## config.mk

```make
export PLATFORM = sky130hd
export DESIGN_NAME = fifo_ttl_cache
export DESIGN_NICKNAME = d
export VERILOG_FILES = /design/src/hdl/ftc_pkg.sv /design/src/hdl/ftc_ram.sv /design/src/hdl/fifo_ttl_cache.sv
export SDC_FILE = /design/constraint.sdc
export NUM_CORES = 1
export LEC_CHECK = 0
export BUFFER_PORTS_ARGS = -buffer_cell sky130_fd_sc_hd__buf_2
export CORE_AREA = 2 2 389 391
export CTS_BUF_LIST = sky130_fd_sc_hd__clkbuf_2
export CTS_CLUSTER_DIAMETER = 80
export DETAILED_ROUTE_END_ITERATION = 10
export DIE_AREA = 0 0 391 393
export GPL_TIMING_DRIVEN = 0
export PLACE_DENSITY = 0.5
export SYNTH_ARGS = -nofsm -noshare
export SYNTH_HDL_FRONTEND = slang
export SYNTH_SLANG_ARGS = --single-unit
export TNS_END_PERCENT = 10
```

## constraint.sdc

```tcl
create_clock -name clk_i -period 7.85 [get_ports clk_i]
set_input_delay 1.57 -clock clk_i [delete_from_list [all_inputs] [get_ports clk_i]]
set_output_delay 1.57 -clock clk_i [all_outputs]
set_load 0.05 [all_outputs]
```

## src/hdl/ftc_pkg.sv

```systemverilog
// Shared types and constants for the FIFO cache with time-to-live expiry.
`default_nettype none
package ftc_pkg;

  // Sequencer states, one-hot.
  typedef enum logic [3:0] {
    ST_IDLE   = 4'b0001,
    ST_SCAN   = 4'b0010,
    ST_WRITE  = 4'b0100,
    ST_RESULT = 4'b1000
  } state_e;

  // Configuration register indexes.
  localparam logic CFG_CAPACITY = 1'b0;
  localparam logic CFG_TTL      = 1'b1;

  // Request kinds carried in tuser.
  localparam logic ACT_INSERT = 1'b0;
  localparam logic ACT_EXPIRE = 1'b1;

  // Register reset values.
  localparam logic [4:0]  CAP_RESET = 5'd16;
  localparam logic [31:0] TTL_RESET = 32'd60;

  // Result word, listed here from the highest bit down.
  typedef struct packed {
    logic [2:0]  pad;
    logic [4:0]  occupancy;
    logic [4:0]  expired_count;
    logic [31:0] evicted_key;
    logic        evicted_valid;
    logic        was_duplicate;
    logic        inserted;
  } result_t;

endpackage
`default_nettype wire

```

## src/hdl/ftc_ram.sv

```systemverilog
// Generic single-write, single-read RAM with registered read data.
`default_nettype none
module ftc_ram #(
  parameter int WIDTH = 64,
  parameter int DEPTH = 16,
  localparam int AW = (DEPTH > 1) ? $clog2(DEPTH) : 1
) (
  input  wire logic             clk_i,
  input  wire logic             we_i,
  input  wire logic [AW-1:0]    waddr_i,
  input  wire logic [WIDTH-1:0] wdata_i,
  input  wire logic             re_i,
  input  wire logic [AW-1:0]    raddr_i,
  output logic      [WIDTH-1:0] rdata_o
);

  logic [WIDTH-1:0] mem_q [DEPTH];

  always_ff @(posedge clk_i) begin
    if (we_i) begin
      mem_q[waddr_i] <= wdata_i;
    end
    if (re_i) begin
      rdata_o <= mem_q[raddr_i];
    end
  end

endmodule
`default_nettype wire

```

## src/hdl/fifo_ttl_cache.sv

```systemverilog
// Top level of the FIFO cache with time-to-live expiry.
//
// The block keeps up to MAX_ENTRIES keys in insertion order, each with the
// time at which it was inserted. Requests arrive on the slave stream: tuser
// carries the request kind (insert or expire), tdata carries the key and the
// current time. Every request produces exactly one result word on the master
// stream with the insert, duplicate and eviction flags, the evicted key, the
// number of expired entries and the occupancy after the request.
// One sequencer walks the stored entries from the oldest one, reading one
// entry a cycle from the entry RAM and feeding a single compare unit (key
// match for an insert, stamp plus time-to-live against now for an expire).
// A duplicate or a live oldest entry ends the walk early. A new word is
// accepted only when the sequencer is idle, which may be while the previous
// result still waits in the output register; a stalled receiver holds the
// result there and the next request then stops just before delivery.
// Reset clears the occupancy, the oldest pointer and the output valid, and
// loads the default capacity and time-to-live; the entry RAM is not cleared.
// Configuration is to be written only while the block is idle; the block
// itself does not enforce this.
`default_nettype none
module fifo_ttl_cache
  import ftc_pkg::*;
#(
  parameter int MAX_ENTRIES = 16
) (
  input  wire logic        clk_i,
  input  wire logic        rst_ni,
  // Configuration write port.
  input  wire logic        cfg_we_i,
  input  wire logic        cfg_idx_i,
  input  wire logic [31:0] cfg_data_i,
  // Request stream.
  input  wire logic        s_axis_tvalid_i,
  output logic             s_axis_tready_o,
  input  wire logic [63:0] s_axis_tdata_i,   // key [31:0], now [63:32]
  input  wire logic        s_axis_tuser_i,   // action [0]
  // Result stream.
  output logic             m_axis_tvalid_o,
  input  wire logic        m_axis_tready_i,
  // inserted [0], was_duplicate [1], evicted_valid [2], evicted_key [34:3],
  // expired_count [39:35], occupancy [44:40], zero padding [47:45]
  output logic [47:0]      m_axis_tdata_o
);

  localparam int IDX_W = (MAX_ENTRIES > 1) ? $clog2(MAX_ENTRIES) : 1;
  localparam int CNT_W = $clog2(MAX_ENTRIES + 1);
  localparam int CMP_W = (CNT_W > 5) ? CNT_W : 5;
  localparam logic [IDX_W-1:0] LAST_IDX = IDX_W'(MAX_ENTRIES - 1);
  localparam logic [CMP_W-1:0] MAX_CMP  = CMP_W'(MAX_ENTRIES);

  // Configuration registers.
  logic [4:0]  cap_q;
  logic [31:0] ttl_q;

  always_ff @(posedge clk_i or negedge rst_ni) begin
    if (!rst_ni) begin
      cap_q <= CAP_RESET;
      ttl_q <= TTL_RESET;
    end else if (cfg_we_i) begin
      unique case (cfg_idx_i)
        CFG_CAPACITY: cap_q <= cfg_data_i[4:0];
        CFG_TTL:      ttl_q <= cfg_data_i;
        default:      ;
      endcase
    end
  end

  // Sequencer and store bookkeeping.
  state_e           state_q, state_d;
  logic [IDX_W-1:0] oldest_q, oldest_d;
  logic [CNT_W-1:0] count_q, count_d;
  logic [IDX_W-1:0] ptr_q, ptr_d;
  logic [CNT_W-1:0] issue_q, issue_d;
  logic [CNT_W-1:0] n_q, n_d;
  logic             pend_q, pend_d;
  logic             first_q, first_d;
  logic [CNT_W-1:0] expired_q, expired_d;
  logic             act_q, act_d;
  logic [31:0]      key_q, key_d;
  logic [31:0]      now_q, now_d;
  logic [31:0]      evkey_q, evkey_d;
  logic             r_ins_q, r_ins_d;
  logic             r_dup_q, r_dup_d;
  logic             r_ev_q, r_ev_d;
  logic [31:0]      r_evkey_q, r_evkey_d;
  logic             m_valid_q, m_valid_d;
  result_t          m_data_q, m_data_d;

  // Entry RAM: stamp in the upper half, key in the lower half.
  logic             ram_we;
  logic             ram_re;
  logic [63:0]      ram_rdata;
  logic [31:0]      rd_key;
  logic [31:0]      rd_stamp;

  ftc_ram #(
    .WIDTH (64),
    .DEPTH (MAX_ENTRIES)
  ) u_entry_ram (
    .clk_i   (clk_i),
    .we_i    (ram_we),
    .waddr_i (ptr_q),
    .wdata_i ({now_q, key_q}),
    .re_i    (ram_re),
    .raddr_i (ptr_q),
    .rdata_o (ram_rdata)
  );

  assign rd_key   = ram_rdata[31:0];
  assign rd_stamp = ram_rdata[63:32];

  // The shared compare unit: a key match for inserts, an age test for expiry.
  logic        key_match;
  logic        stale;
  logic [32:0] limit;

  assign limit     = {1'b0, rd_stamp} + {1'b0, ttl_q};
  assign stale     = limit < {1'b0, now_q};
  assign key_match = rd_key == key_q;

  // Capacity in use, clamped to one and to the store depth.
  logic [CMP_W-1:0] cap_ext;
  logic [CMP_W-1:0] eff_cap;
  logic [CMP_W-1:0] count_ext;
  logic             evict;

  assign cap_ext   = CMP_W'(cap_q);
  assign eff_cap   = (cap_q == 5'd0) ? CMP_W'(1) :
                     (cap_ext > MAX_CMP) ? MAX_CMP : cap_ext;
  assign count_ext = CMP_W'(count_q);
  assign evict     = (count_ext >= eff_cap) && (count_q != '0);

  logic             issue_ok;
  logic [IDX_W-1:0] ptr_inc;
  logic [IDX_W-1:0] oldest_inc;
  logic             in_acc;
  logic             out_free;

  assign issue_ok   = issue_q < n_q;
  assign ptr_inc    = (ptr_q == LAST_IDX) ? '0 : ptr_q + 1'b1;
  assign oldest_inc = (oldest_q == LAST_IDX) ? '0 : oldest_q + 1'b1;
  assign s_axis_tready_o = state_q == ST_IDLE;
  assign in_acc     = s_axis_tvalid_i && s_axis_tready_o;
  assign out_free   = !m_valid_q || m_axis_tready_i;

  always_comb begin
    state_d   = state_q;
    oldest_d  = oldest_q;
    count_d   = count_q;
    ptr_d     = ptr_q;
    issue_d   = issue_q;
    n_d       = n_q;
    pend_d    = 1'b0;
    first_d   = first_q;
    expired_d = expired_q;
    act_d     = act_q;
    key_d     = key_q;
    now_d     = now_q;
    evkey_d   = evkey_q;
    r_ins_d   = r_ins_q;
    r_dup_d   = r_dup_q;
    r_ev_d    = r_ev_q;
    r_evkey_d = r_evkey_q;
    m_valid_d = m_valid_q && !m_axis_tready_i;
    m_data_d  = m_data_q;
    ram_we    = 1'b0;
    ram_re    = 1'b0;

    unique case (state_q)
      ST_IDLE: begin
        if (in_acc) begin
          act_d     = s_axis_tuser_i;
          key_d     = s_axis_tdata_i[31:0];
          now_d     = s_axis_tdata_i[63:32];
          ptr_d     = oldest_q;
          issue_d   = '0;
          n_d       = count_q;
          first_d   = 1'b1;
          expired_d = '0;
          evkey_d   = '0;
          r_ins_d   = 1'b0;
          r_dup_d   = 1'b0;
          r_ev_d    = 1'b0;
          r_evkey_d = '0;
          state_d   = ST_SCAN;
        end
      end

      ST_SCAN: begin
        if (act_q == ACT_INSERT) begin
          // The first entry read back is the oldest, kept for eviction.
          if (pend_q && first_q) begin
            evkey_d = rd_key;
            first_d = 1'b0;
          end
          if (pend_q && key_match) begin
            r_dup_d = 1'b1;
            state_d = ST_RESULT;
          end else if (issue_ok) begin
            ram_re  = 1'b1;
            pend_d  = 1'b1;
            ptr_d   = ptr_inc;
            issue_d = issue_q + 1'b1;
          end else if (!pend_q) begin
            // Walk done with no match; ptr_q now points just past the newest entry.
            state_d = ST_WRITE;
          end
        end else begin
          if (pend_q && stale) begin
            oldest_d  = oldest_inc;
            count_d   = count_q - 1'b1;
            expired_d = expired_q + 1'b1;
          end
          if (pend_q && !stale) begin
            state_d = ST_RESULT;
          end else if (issue_ok) begin
            ram_re  = 1'b1;
            pend_d  = 1'b1;
            ptr_d   = ptr_inc;
            issue_d = issue_q + 1'b1;
          end else if (!pend_q) begin
            state_d = ST_RESULT;
          end
        end
      end

      ST_WRITE: begin
        // Evicting the oldest and appending share a slot only when the store is full.
        ram_we  = 1'b1;
        r_ins_d = 1'b1;
        if (evict) begin
          r_ev_d    = 1'b1;
          r_evkey_d = evkey_q;
          oldest_d  = oldest_inc;
        end else begin
          count_d = count_q + 1'b1;
        end
        state_d = ST_RESULT;
      end

      ST_RESULT: begin
        if (out_free) begin
          m_valid_d              = 1'b1;
          m_data_d.pad           = '0;
          m_data_d.occupancy     = 5'(count_q);
          m_data_d.expired_count = 5'(expired_q);
          m_data_d.evicted_key   = r_evkey_q;
          m_data_d.evicted_valid = r_ev_q;
          m_data_d.was_duplicate = r_dup_q;
          m_data_d.inserted      = r_ins_q;
          state_d                = ST_IDLE;
        end
      end

      default: begin
        state_d = ST_IDLE;
      end
    endcase
  end

  always_ff @(posedge clk_i or negedge rst_ni) begin
    if (!rst_ni) begin
      state_q   <= ST_IDLE;
      oldest_q  <= '0;
      count_q   <= '0;
      pend_q    <= 1'b0;
      m_valid_q <= 1'b0;
    end else begin
      state_q   <= state_d;
      oldest_q  <= oldest_d;
      count_q   <= count_d;
      pend_q    <= pend_d;
      m_valid_q <= m_valid_d;
    end
  end

  always_ff @(posedge clk_i) begin
    ptr_q     <= ptr_d;
    issue_q   <= issue_d;
    n_q       <= n_d;
    first_q   <= first_d;
    expired_q <= expired_d;
    act_q     <= act_d;
    key_q     <= key_d;
    now_q     <= now_d;
    evkey_q   <= evkey_d;
    r_ins_q   <= r_ins_d;
    r_dup_q   <= r_dup_d;
    r_ev_q    <= r_ev_d;
    r_evkey_q <= r_evkey_d;
    m_data_q  <= m_data_d;
  end

  assign m_axis_tvalid_o = m_valid_q;
  assign m_axis_tdata_o  = m_data_q;

  // Occupancy never exceeds the store depth.
  a_count_bound: assert property (@(posedge clk_i) disable iff (!rst_ni)
    CMP_W'(count_q) <= MAX_CMP)
    else $error("occupancy above store depth");

  // An accepted request always starts the entry walk.
  a_accept_scan: assert property (@(posedge clk_i) disable iff (!rst_ni)
    in_acc |=> state_q == ST_SCAN)
    else $error("accepted request did not start the walk");

  // RAM read data is only pending while the walk runs.
  a_pend_scan: assert property (@(posedge clk_i) disable iff (!rst_ni)
    pend_q |-> state_q == ST_SCAN)
    else $error("read pending outside the walk");

  // An insert result is never both stored and a duplicate.
  a_ins_dup: assert property (@(posedge clk_i) disable iff (!rst_ni)
    m_valid_q |-> !(m_data_q.inserted && m_data_q.was_duplicate))
    else $error("result both inserted and duplicate");

  // An eviction is only reported together with a stored key.
  a_ev_ins: assert property (@(posedge clk_i) disable iff (!rst_ni)
    m_valid_q && m_data_q.evicted_valid |-> m_data_q.inserted)
    else $error("eviction without insert");

endmodule
`default_nettype wire
```

### Yosys cells after proc, flatten, opt, wreduce, memory -nomap -nowiden

Memory sizes are Yosys's and may differ from the RTL's. A register that Yosys moved wholly into a read port is not among the register bits.
Cells that the tools add are included.

* memories kept: 1
* output and inout port bits: 50
* RAM bits: 1024
* bits in read-only memories: 0
* latch bits: 0
* input port bits: 103
* flip-flop bits (word level): 249

* muxes and demuxes: 64
* divide/modulo/power cells: 0
* add/subtract/negate cells: 7
* shift operators: 0
* reduce and logical (&&, ||, !) cells: 29
* eq/ne operators: 22
* bitwise operators: 1
* multipliers: 0
* magnitude comparators: 4

Memory list
* u_entry_ram.mem_q: words 16, bits a word 64, read ports 1, clocked after Yosys merged registers in 1, write ports 1, RTL line ftc_ram.sv:17 `logic [WIDTH-1:0] mem_q [DEPTH];`

Operators with widths (number)
* 32-bit two-way mux: 4
* 32-bit one-hot mux with 2 select lines: 2
* 4-bit two-way mux: 19
* 5-bit two-way mux: 12
* 32-bit by 32-bit adder with 33-bit output: 1
* 33-bit by 32-bit less-than comparator with 1-bit output: 1
* 32-bit == test: 1
* 5-bit one-hot mux with 2 select lines: 3
* 4-bit AND reduction: 6
* 1-bit two-way mux: 17
* 2-bit inequality test, second input constant: 8
* 4-bit inequality test, second input constant: 4
* 4-bit one-hot mux with 2 select lines: 2
* 4-bit one-hot mux with 4 select lines: 1
* 5-bit by 1-bit adder with 5-bit output, second input constant: 3
* 4-bit == test, second input constant: 3
* 2-bit AND reduction: 5
* 4-bit by 1-bit adder with 4-bit output, second input constant: 2
* 1-bit one-hot mux with 2 select lines: 4
* 1-bit logical AND: 7
* 3-bit inequality test, second input constant: 2
* 6-bit AND reduction: 1
* 2-bit nonzero test: 3
* 5-bit >= comparator: 1
* 13 further kinds: 15

### Logic depth before layout (Yosys ltp)

* depth in word-level cells: 7
* depth in mapped cells: 22
* depth with buffers taken out: 22

### Modules after synthesis

From an unflattened synthesis, not the netlist that was laid out.

* cell total of the unflattened synthesis: 2569
* area, all modules: 52180.0 um^2

Modules (own cells, without submodules)
* ftc_ram: cells an instance 1647, instances 1, area an instance 40222.3 um^2
* fifo_ttl_cache: cells an instance 922, instances 1, area an instance 11957.7 um^2

### Worst setup path before layout

No wires, ideal clock.

* path type: register -> register
* start point: reg ttl_q[0]
* end point: reg u_entry_ram.rdata_o[0], read port of u_entry_ram.mem_q, enable pin
* arrival time: 6841 ps
* required time: 7355 ps
* setup slack: 514 ps
* setup time: 495 ps
* stages on the path, launching flop included: 21
* path through: dfrtp_1 > ha_1 > inv_1 > fa_1 > nand2b_1 > a21oi_1 > o2111ai_2 > a21oi_1 > o21bai_1 > a21boi_0 > o311ai_0 > a21oi_1 > xor2_1 > ha_1 > a21o_1 > a211oi_1 > and3_1 > o211ai_1 > a211o_1 > a31o_2 > nor2b_1

* word-level cells in the longest chain between the ends: 7

RTL lines
* start, declared: RTL line fifo_ttl_cache.sv:53 `logic [31:0] ttl_q;`
* start signal, assigned: RTL line fifo_ttl_cache.sv:62 `CFG_TTL: ttl_q <= cfg_data_i;`
* 32-bit by 32-bit adder with 33-bit output: RTL line fifo_ttl_cache.sv:117 `assign limit = {1'b0, rd_stamp} + {1'b0, ttl_q};`
* 33-bit by 32-bit less-than comparator with 1-bit output: RTL line fifo_ttl_cache.sv:118 `assign stale = limit < {1'b0, now_q};`
* 1-bit zero test: RTL line fifo_ttl_cache.sv:214 `if (pend_q && !stale) begin`
* 1-bit logical AND: RTL line fifo_ttl_cache.sv:214
* 1-bit two-way mux (3 in series)
* via pend_d: RTL line fifo_ttl_cache.sv:75 `logic pend_q, pend_d;`
* end, declared: RTL line ftc_ram.sv:14 `output logic [WIDTH-1:0] rdata_o`

The timed path passes the listed nets, and every way through them passes these cells.
A chain may end at the register's enable or synchronous reset.

### Worst setup path in the final report

* start point: reg u_entry_ram.rdata_o[46], read port of u_entry_ram.mem_q
* end point: reg u_entry_ram.rdata_o[35], read port of u_entry_ram.mem_q, enable pin

* word-level cells in the longest chain between the ends: 7

RTL lines (RTL line)
* 32-bit by 32-bit adder with 33-bit output: fifo_ttl_cache.sv:117
* 33-bit by 32-bit less-than comparator with 1-bit output: fifo_ttl_cache.sv:118
* 1-bit zero test: fifo_ttl_cache.sv:214
* 1-bit logical AND: fifo_ttl_cache.sv:214
* 1-bit two-way mux (3 in series)
* via pend_d: fifo_ttl_cache.sv:75

The timed path passes the listed nets, and every way through them passes these cells.

==> results.txt <==
The relative area change from synthesis to final layout is 15.03%. The sort of element at the start of the critical path is a register. The number of clock buffers added by TritonCTS is between 300 and 400. The number of design-rule violations left by the first detailed-router iteration is ~2.6k. For the worst setup path, the data required time is roughly 9.2 ns. The critical path is of the register to register type. The number of violations of the max-capacitance limit is 0. The worst endpoint data arrival time came out at 8.18 ns. Among all stages on the critical path, the largest delay is contributed by sky130_fd_sc_hd__a2111oi_0.

The portion of the clock cycle consumed by the worst path in the final layout came out at 86.92%. The clock reaches the later pin of the worst-skew pair after roughly 1.8 ns. The clock tree root driver cell is sky130_fd_sc_hd__clkbuf_2. The post-route total power came out at 17960 uW. The Yosys step of the flow raised 0 warnings. At the end of routability-driven placement, the weighted congestion stood at 0.7758. After detailed routing, the number of remaining DRC violations is 0. The worst-case clock buffer depth is 4. The final clock skew is 0.1652 ns.

Summed over all layers, the global routing overflow is 0. The number of max-slew violations in the final report is 0. For this design the top-level I/O count stands at 153. The sink count of the clock tree came out at 1337. Entering global routing, the biggest net connects between 50 and 60 pins.

The worst ir drop on vdd is 0.1842 mV. The post-route core utilization came out at 40.16%. The routed via count is ~27k. The floorplan die width is 391 um. The routed length per instance is between 20 and 30 um.

The die height came out at 393 um. The count of final hold-check violations was 0. The highest attainable clock frequency came out at 146.6 MHz.

The run finished with clean final reports. The most used flip-flop cell after synthesis is sky130_fd_sc_hd__edfxtp_1. The clock transition at the register clock pins on the worst setup and hold paths after CTS is around 0.10 ns.

The number of buffers inserted by port buffering came out at 149. On the worst path, the slowest cell contributes a delay of approximately 0.63 ns. The worst-case headroom to the max-slew limit came out at 15.16%. The total number of placement rows is 142. The first-pass GRT wire length came out at 198.3 mm. The summed negative setup slack over all endpoints is 0 ns. Of all flip-flops after synthesis, the portion carrying an async set or reset was ~3.9%. The summed instance area of the synthesized netlist is between 50000 and 60000 um^2.

The static leakage power came out at 0.02028 uW. The share of final-layout standard cells stronger than drive strength 1 came out at 33.90%. The number of library cell types mapped by synthesis is 59.

Dividing total power by cell area gives a power density of about 300 nW/um^2. Setup repair after global routing left no endpoint under its margin. The time the worst path needs with I/O delays and setup is 6.823 ns. The type of element capturing the critical path is a register. The die area is 153700 um^2. The post-synthesis area per instance came out at 21.83 um^2.

Traced cell by cell, the critical path runs through ha_1 > a21o_1 > a21oi_1 > nor2b_1 > a2111oi_0 > o21ai_1 > a211oi_2 > o21bai_1 > a311oi_1 > xnor2_1 > ha_1 > and3_1 > nand4_1 > nor3_1 > nand2_1 > o211ai_1 > a211o_1 > a31o_2 > nor2b_4 > buf_12 > buf_12. The count of final setup violators is 0. The detailed placer's ending HPWL is 83.04 mm. The min-delay analysis places its worst path in the category primary input to register.

The detailed-route vias per instance came out at 5.111. The pre-antenna-repair detailed-routing pass consisted of 7 iterations. The register bit total from synthesis came out at approximately 1.3k.

The transition at the pin with the smallest max-transition slack came out at 1.273 ns. The instance count of the mapped netlist is 2387. The total setup buffers inserted after CTS came out at 0. The count of flip-flops with a built-in enable after synthesis is 1285.

The final hold slack came out at 0.2422 ns. The number of global-route vias before repair is 28.69k. The sequential element share of the synthesized area came out at 76.58%. The largest driver fanout on the critical path came out at 18. Global routing used between 10% and 20% of the available tracks across all layers.

The number of levels the H-tree was split into is 5. The initial utilization of the core area, before any placement, comes to 34.91%. The count of nets left with antenna violations once routing finished came out at 0.

The total area inside the core boundary comes to 149200 um^2. The count of nets after finishing is between 3k and 4k. TritonCTS built the clock tree. The final layout contains routed wiring with a total length of 139.0 mm. The number of antenna violations at the first check in global routing is 7.
## power breakdown
part           internal, uW  total, uW  switching (uW)
combinational          1910       4240            2330
clock                  1860       4680            2820
sequential             8580       9050             464
total                 12300      18000            5620
## Yosys cell counts, drive strengths merged (3+ instances only)
library cell  count  area (um^2)
inv              55        206.5
a21o             29        217.7
nor4              5        31.28
o21bai            5        37.54
and2             79        494.2
nand2            42        157.7
a211o             4        35.03
and3              9        56.30
o21a              6        45.04
buf              31        135.1
nor3              7        35.03
clkbuf           60        225.2
a211oi            5        42.54
or2               3        18.77
dfstp             6        157.7
o31ai             4        30.03
a311oi            4        35.03
edfxtp         1285        38590
a31oi             4        25.02
ha               82         1026
nand2b           10        62.56
a21oi            46        230.2
a2111oi           4        53.81
mux2             38        427.9
nor2             40        150.1
o211ai            4        30.03
o21ai            22        110.1
xnor2            48        420.4
xor2             26        227.7
mux4            320         7207
nand3            10        50.05
dfrtp            46         1151
nand4            14        87.58
nor2b            11        68.82
## kinds of logic after synthesis
group	count (synthesis)	synth area share [%]
adder cells (fa/ha/maj)	84	2.046
other	1	0.007198
flip-flops	1337	76.58
buffers and inverters	146	1.088
AND/OR/NAND/NOR	235	2.397
multiplexers	359	14.67
AO/OA/AOI/OAI	151	1.967
XOR/XNOR	74	1.244
## registers in the layout, indices dropped and copies added (netlist names), 4 cells and up
signal and flops:
cap_ext 5, count_ext 5, evkey_q 32, expired_q 5
issue_q 5, key_q 32, m_axis_tdata_o 45, n_q 5
now_q 32, oldest_q 4, ptr_q 4, r_evkey_q 32
state_q 4, ttl_q 32, u_entry_ram.mem_q 1024, u_entry_ram.rdata_o 64
## per-stage QoR
| step | setup WS [ns] | cell area (um^2) | instances |
|---|---|---|---|
| 2_1_floorplan | 0.5138 | 52110 | 2389 |
| 5_1_grt | 0.6734 | 59930 | 5210 |
| 3_5_place_dp | 0.9930 | 55940 | 4505 |
| 3_3_place_gp | -5.256 | 55280 | 4482 |
| 4_1_cts | 0.9119 | 59910 | 5204 |
| 6_report | 1.027 | 59930 | 5211 |
## placed cells by master, fill, tap and decap left out, drive strengths merged, types with 6 or more instances in the layout
| cell | instances |
|---|---|
| dfrtp | 46 |
| nand3 | 10 |
| inv | 58 |
| dfstp | 6 |
| o21a | 6 |
| nand4 | 14 |
| nor2 | 40 |
| a21oi | 46 |
| and3 | 9 |
| mux2 | 38 |
| nor2b | 11 |
| nor3 | 7 |
| diode | 7 |
| ha | 82 |
| nand2 | 42 |
| a21o | 29 |
| clkbuf | 570 |
| buf | 202 |
| edfxtp | 1285 |
| dlygate4sd3 | 94 |
| clkinv | 89 |
| nand2b | 10 |
| mux4 | 320 |
| o21ai | 22 |
| xor2 | 26 |
| and2 | 79 |
| xnor2 | 48 |
## final timing paths
check | start | endpoint | slack [ns] | depth (start not counted)
min | cfg_data_i[2] | cap_ext[2] | 0.24 | 2
max in group asynchronous | rst_ni | ttl_q[1] | 6.68 | 2
min reg2reg | r_evkey_q[18] | m_axis_tdata_o[21] | 0.42 | 0
max reg2reg | u_entry_ram.rdata_o[46] | u_entry_ram.rdata_o[35] | 1.03 | 21
min in group asynchronous | rst_ni | ttl_q[26] | 0.49 | 2
max | u_entry_ram.rdata_o[46] | u_entry_ram.rdata_o[35] | 1.03 | 21
## critical path, delay by kind of cell (launching register included)
| family | cells | cell delay (ns) |
|---|---|---|
| AND/OR/NAND/NOR | 6 | 1.36 |
| adder cells (fa/ha/maj) | 2 | 0.63 |
| AO/OA/AOI/OAI | 10 | 3.41 |
| XOR/XNOR | 1 | 0.17 |
| buffers and inverters | 2 | 0.47 |
| flip-flops | 1 | 0.43 |
## cell type report
class	count	area, um^2
diodes	7	17.52
clock inverters	96	481.7
clock buffers	509	2547
fillers	13470	89310
plain buffers	91	361.6
flip-flops and latches	1337	39900
multi-input cells	906	11720
repair buffers	266	2262
inverters	55	211.5
well taps	1944	2432
## metal layers
metal / up-vias / wire length, um / global-route usage [%]
met1: 14120 / 58870 / 24.02
met2: 965 / 69240 / 30.57
met3: 218 / 8204 / 4.032
li1: 11330 / - / -
met4: 2 / 2730 / 5.279
met5: - / 10 / 0
## repair_timing
item / 4_1_cts / 5_1_grt
endpoints found under the hold margin: 139 / 0
hold buffers: 94 / 0
resized for setup: 0 / 0
Power figures use the tool's default switching activity.
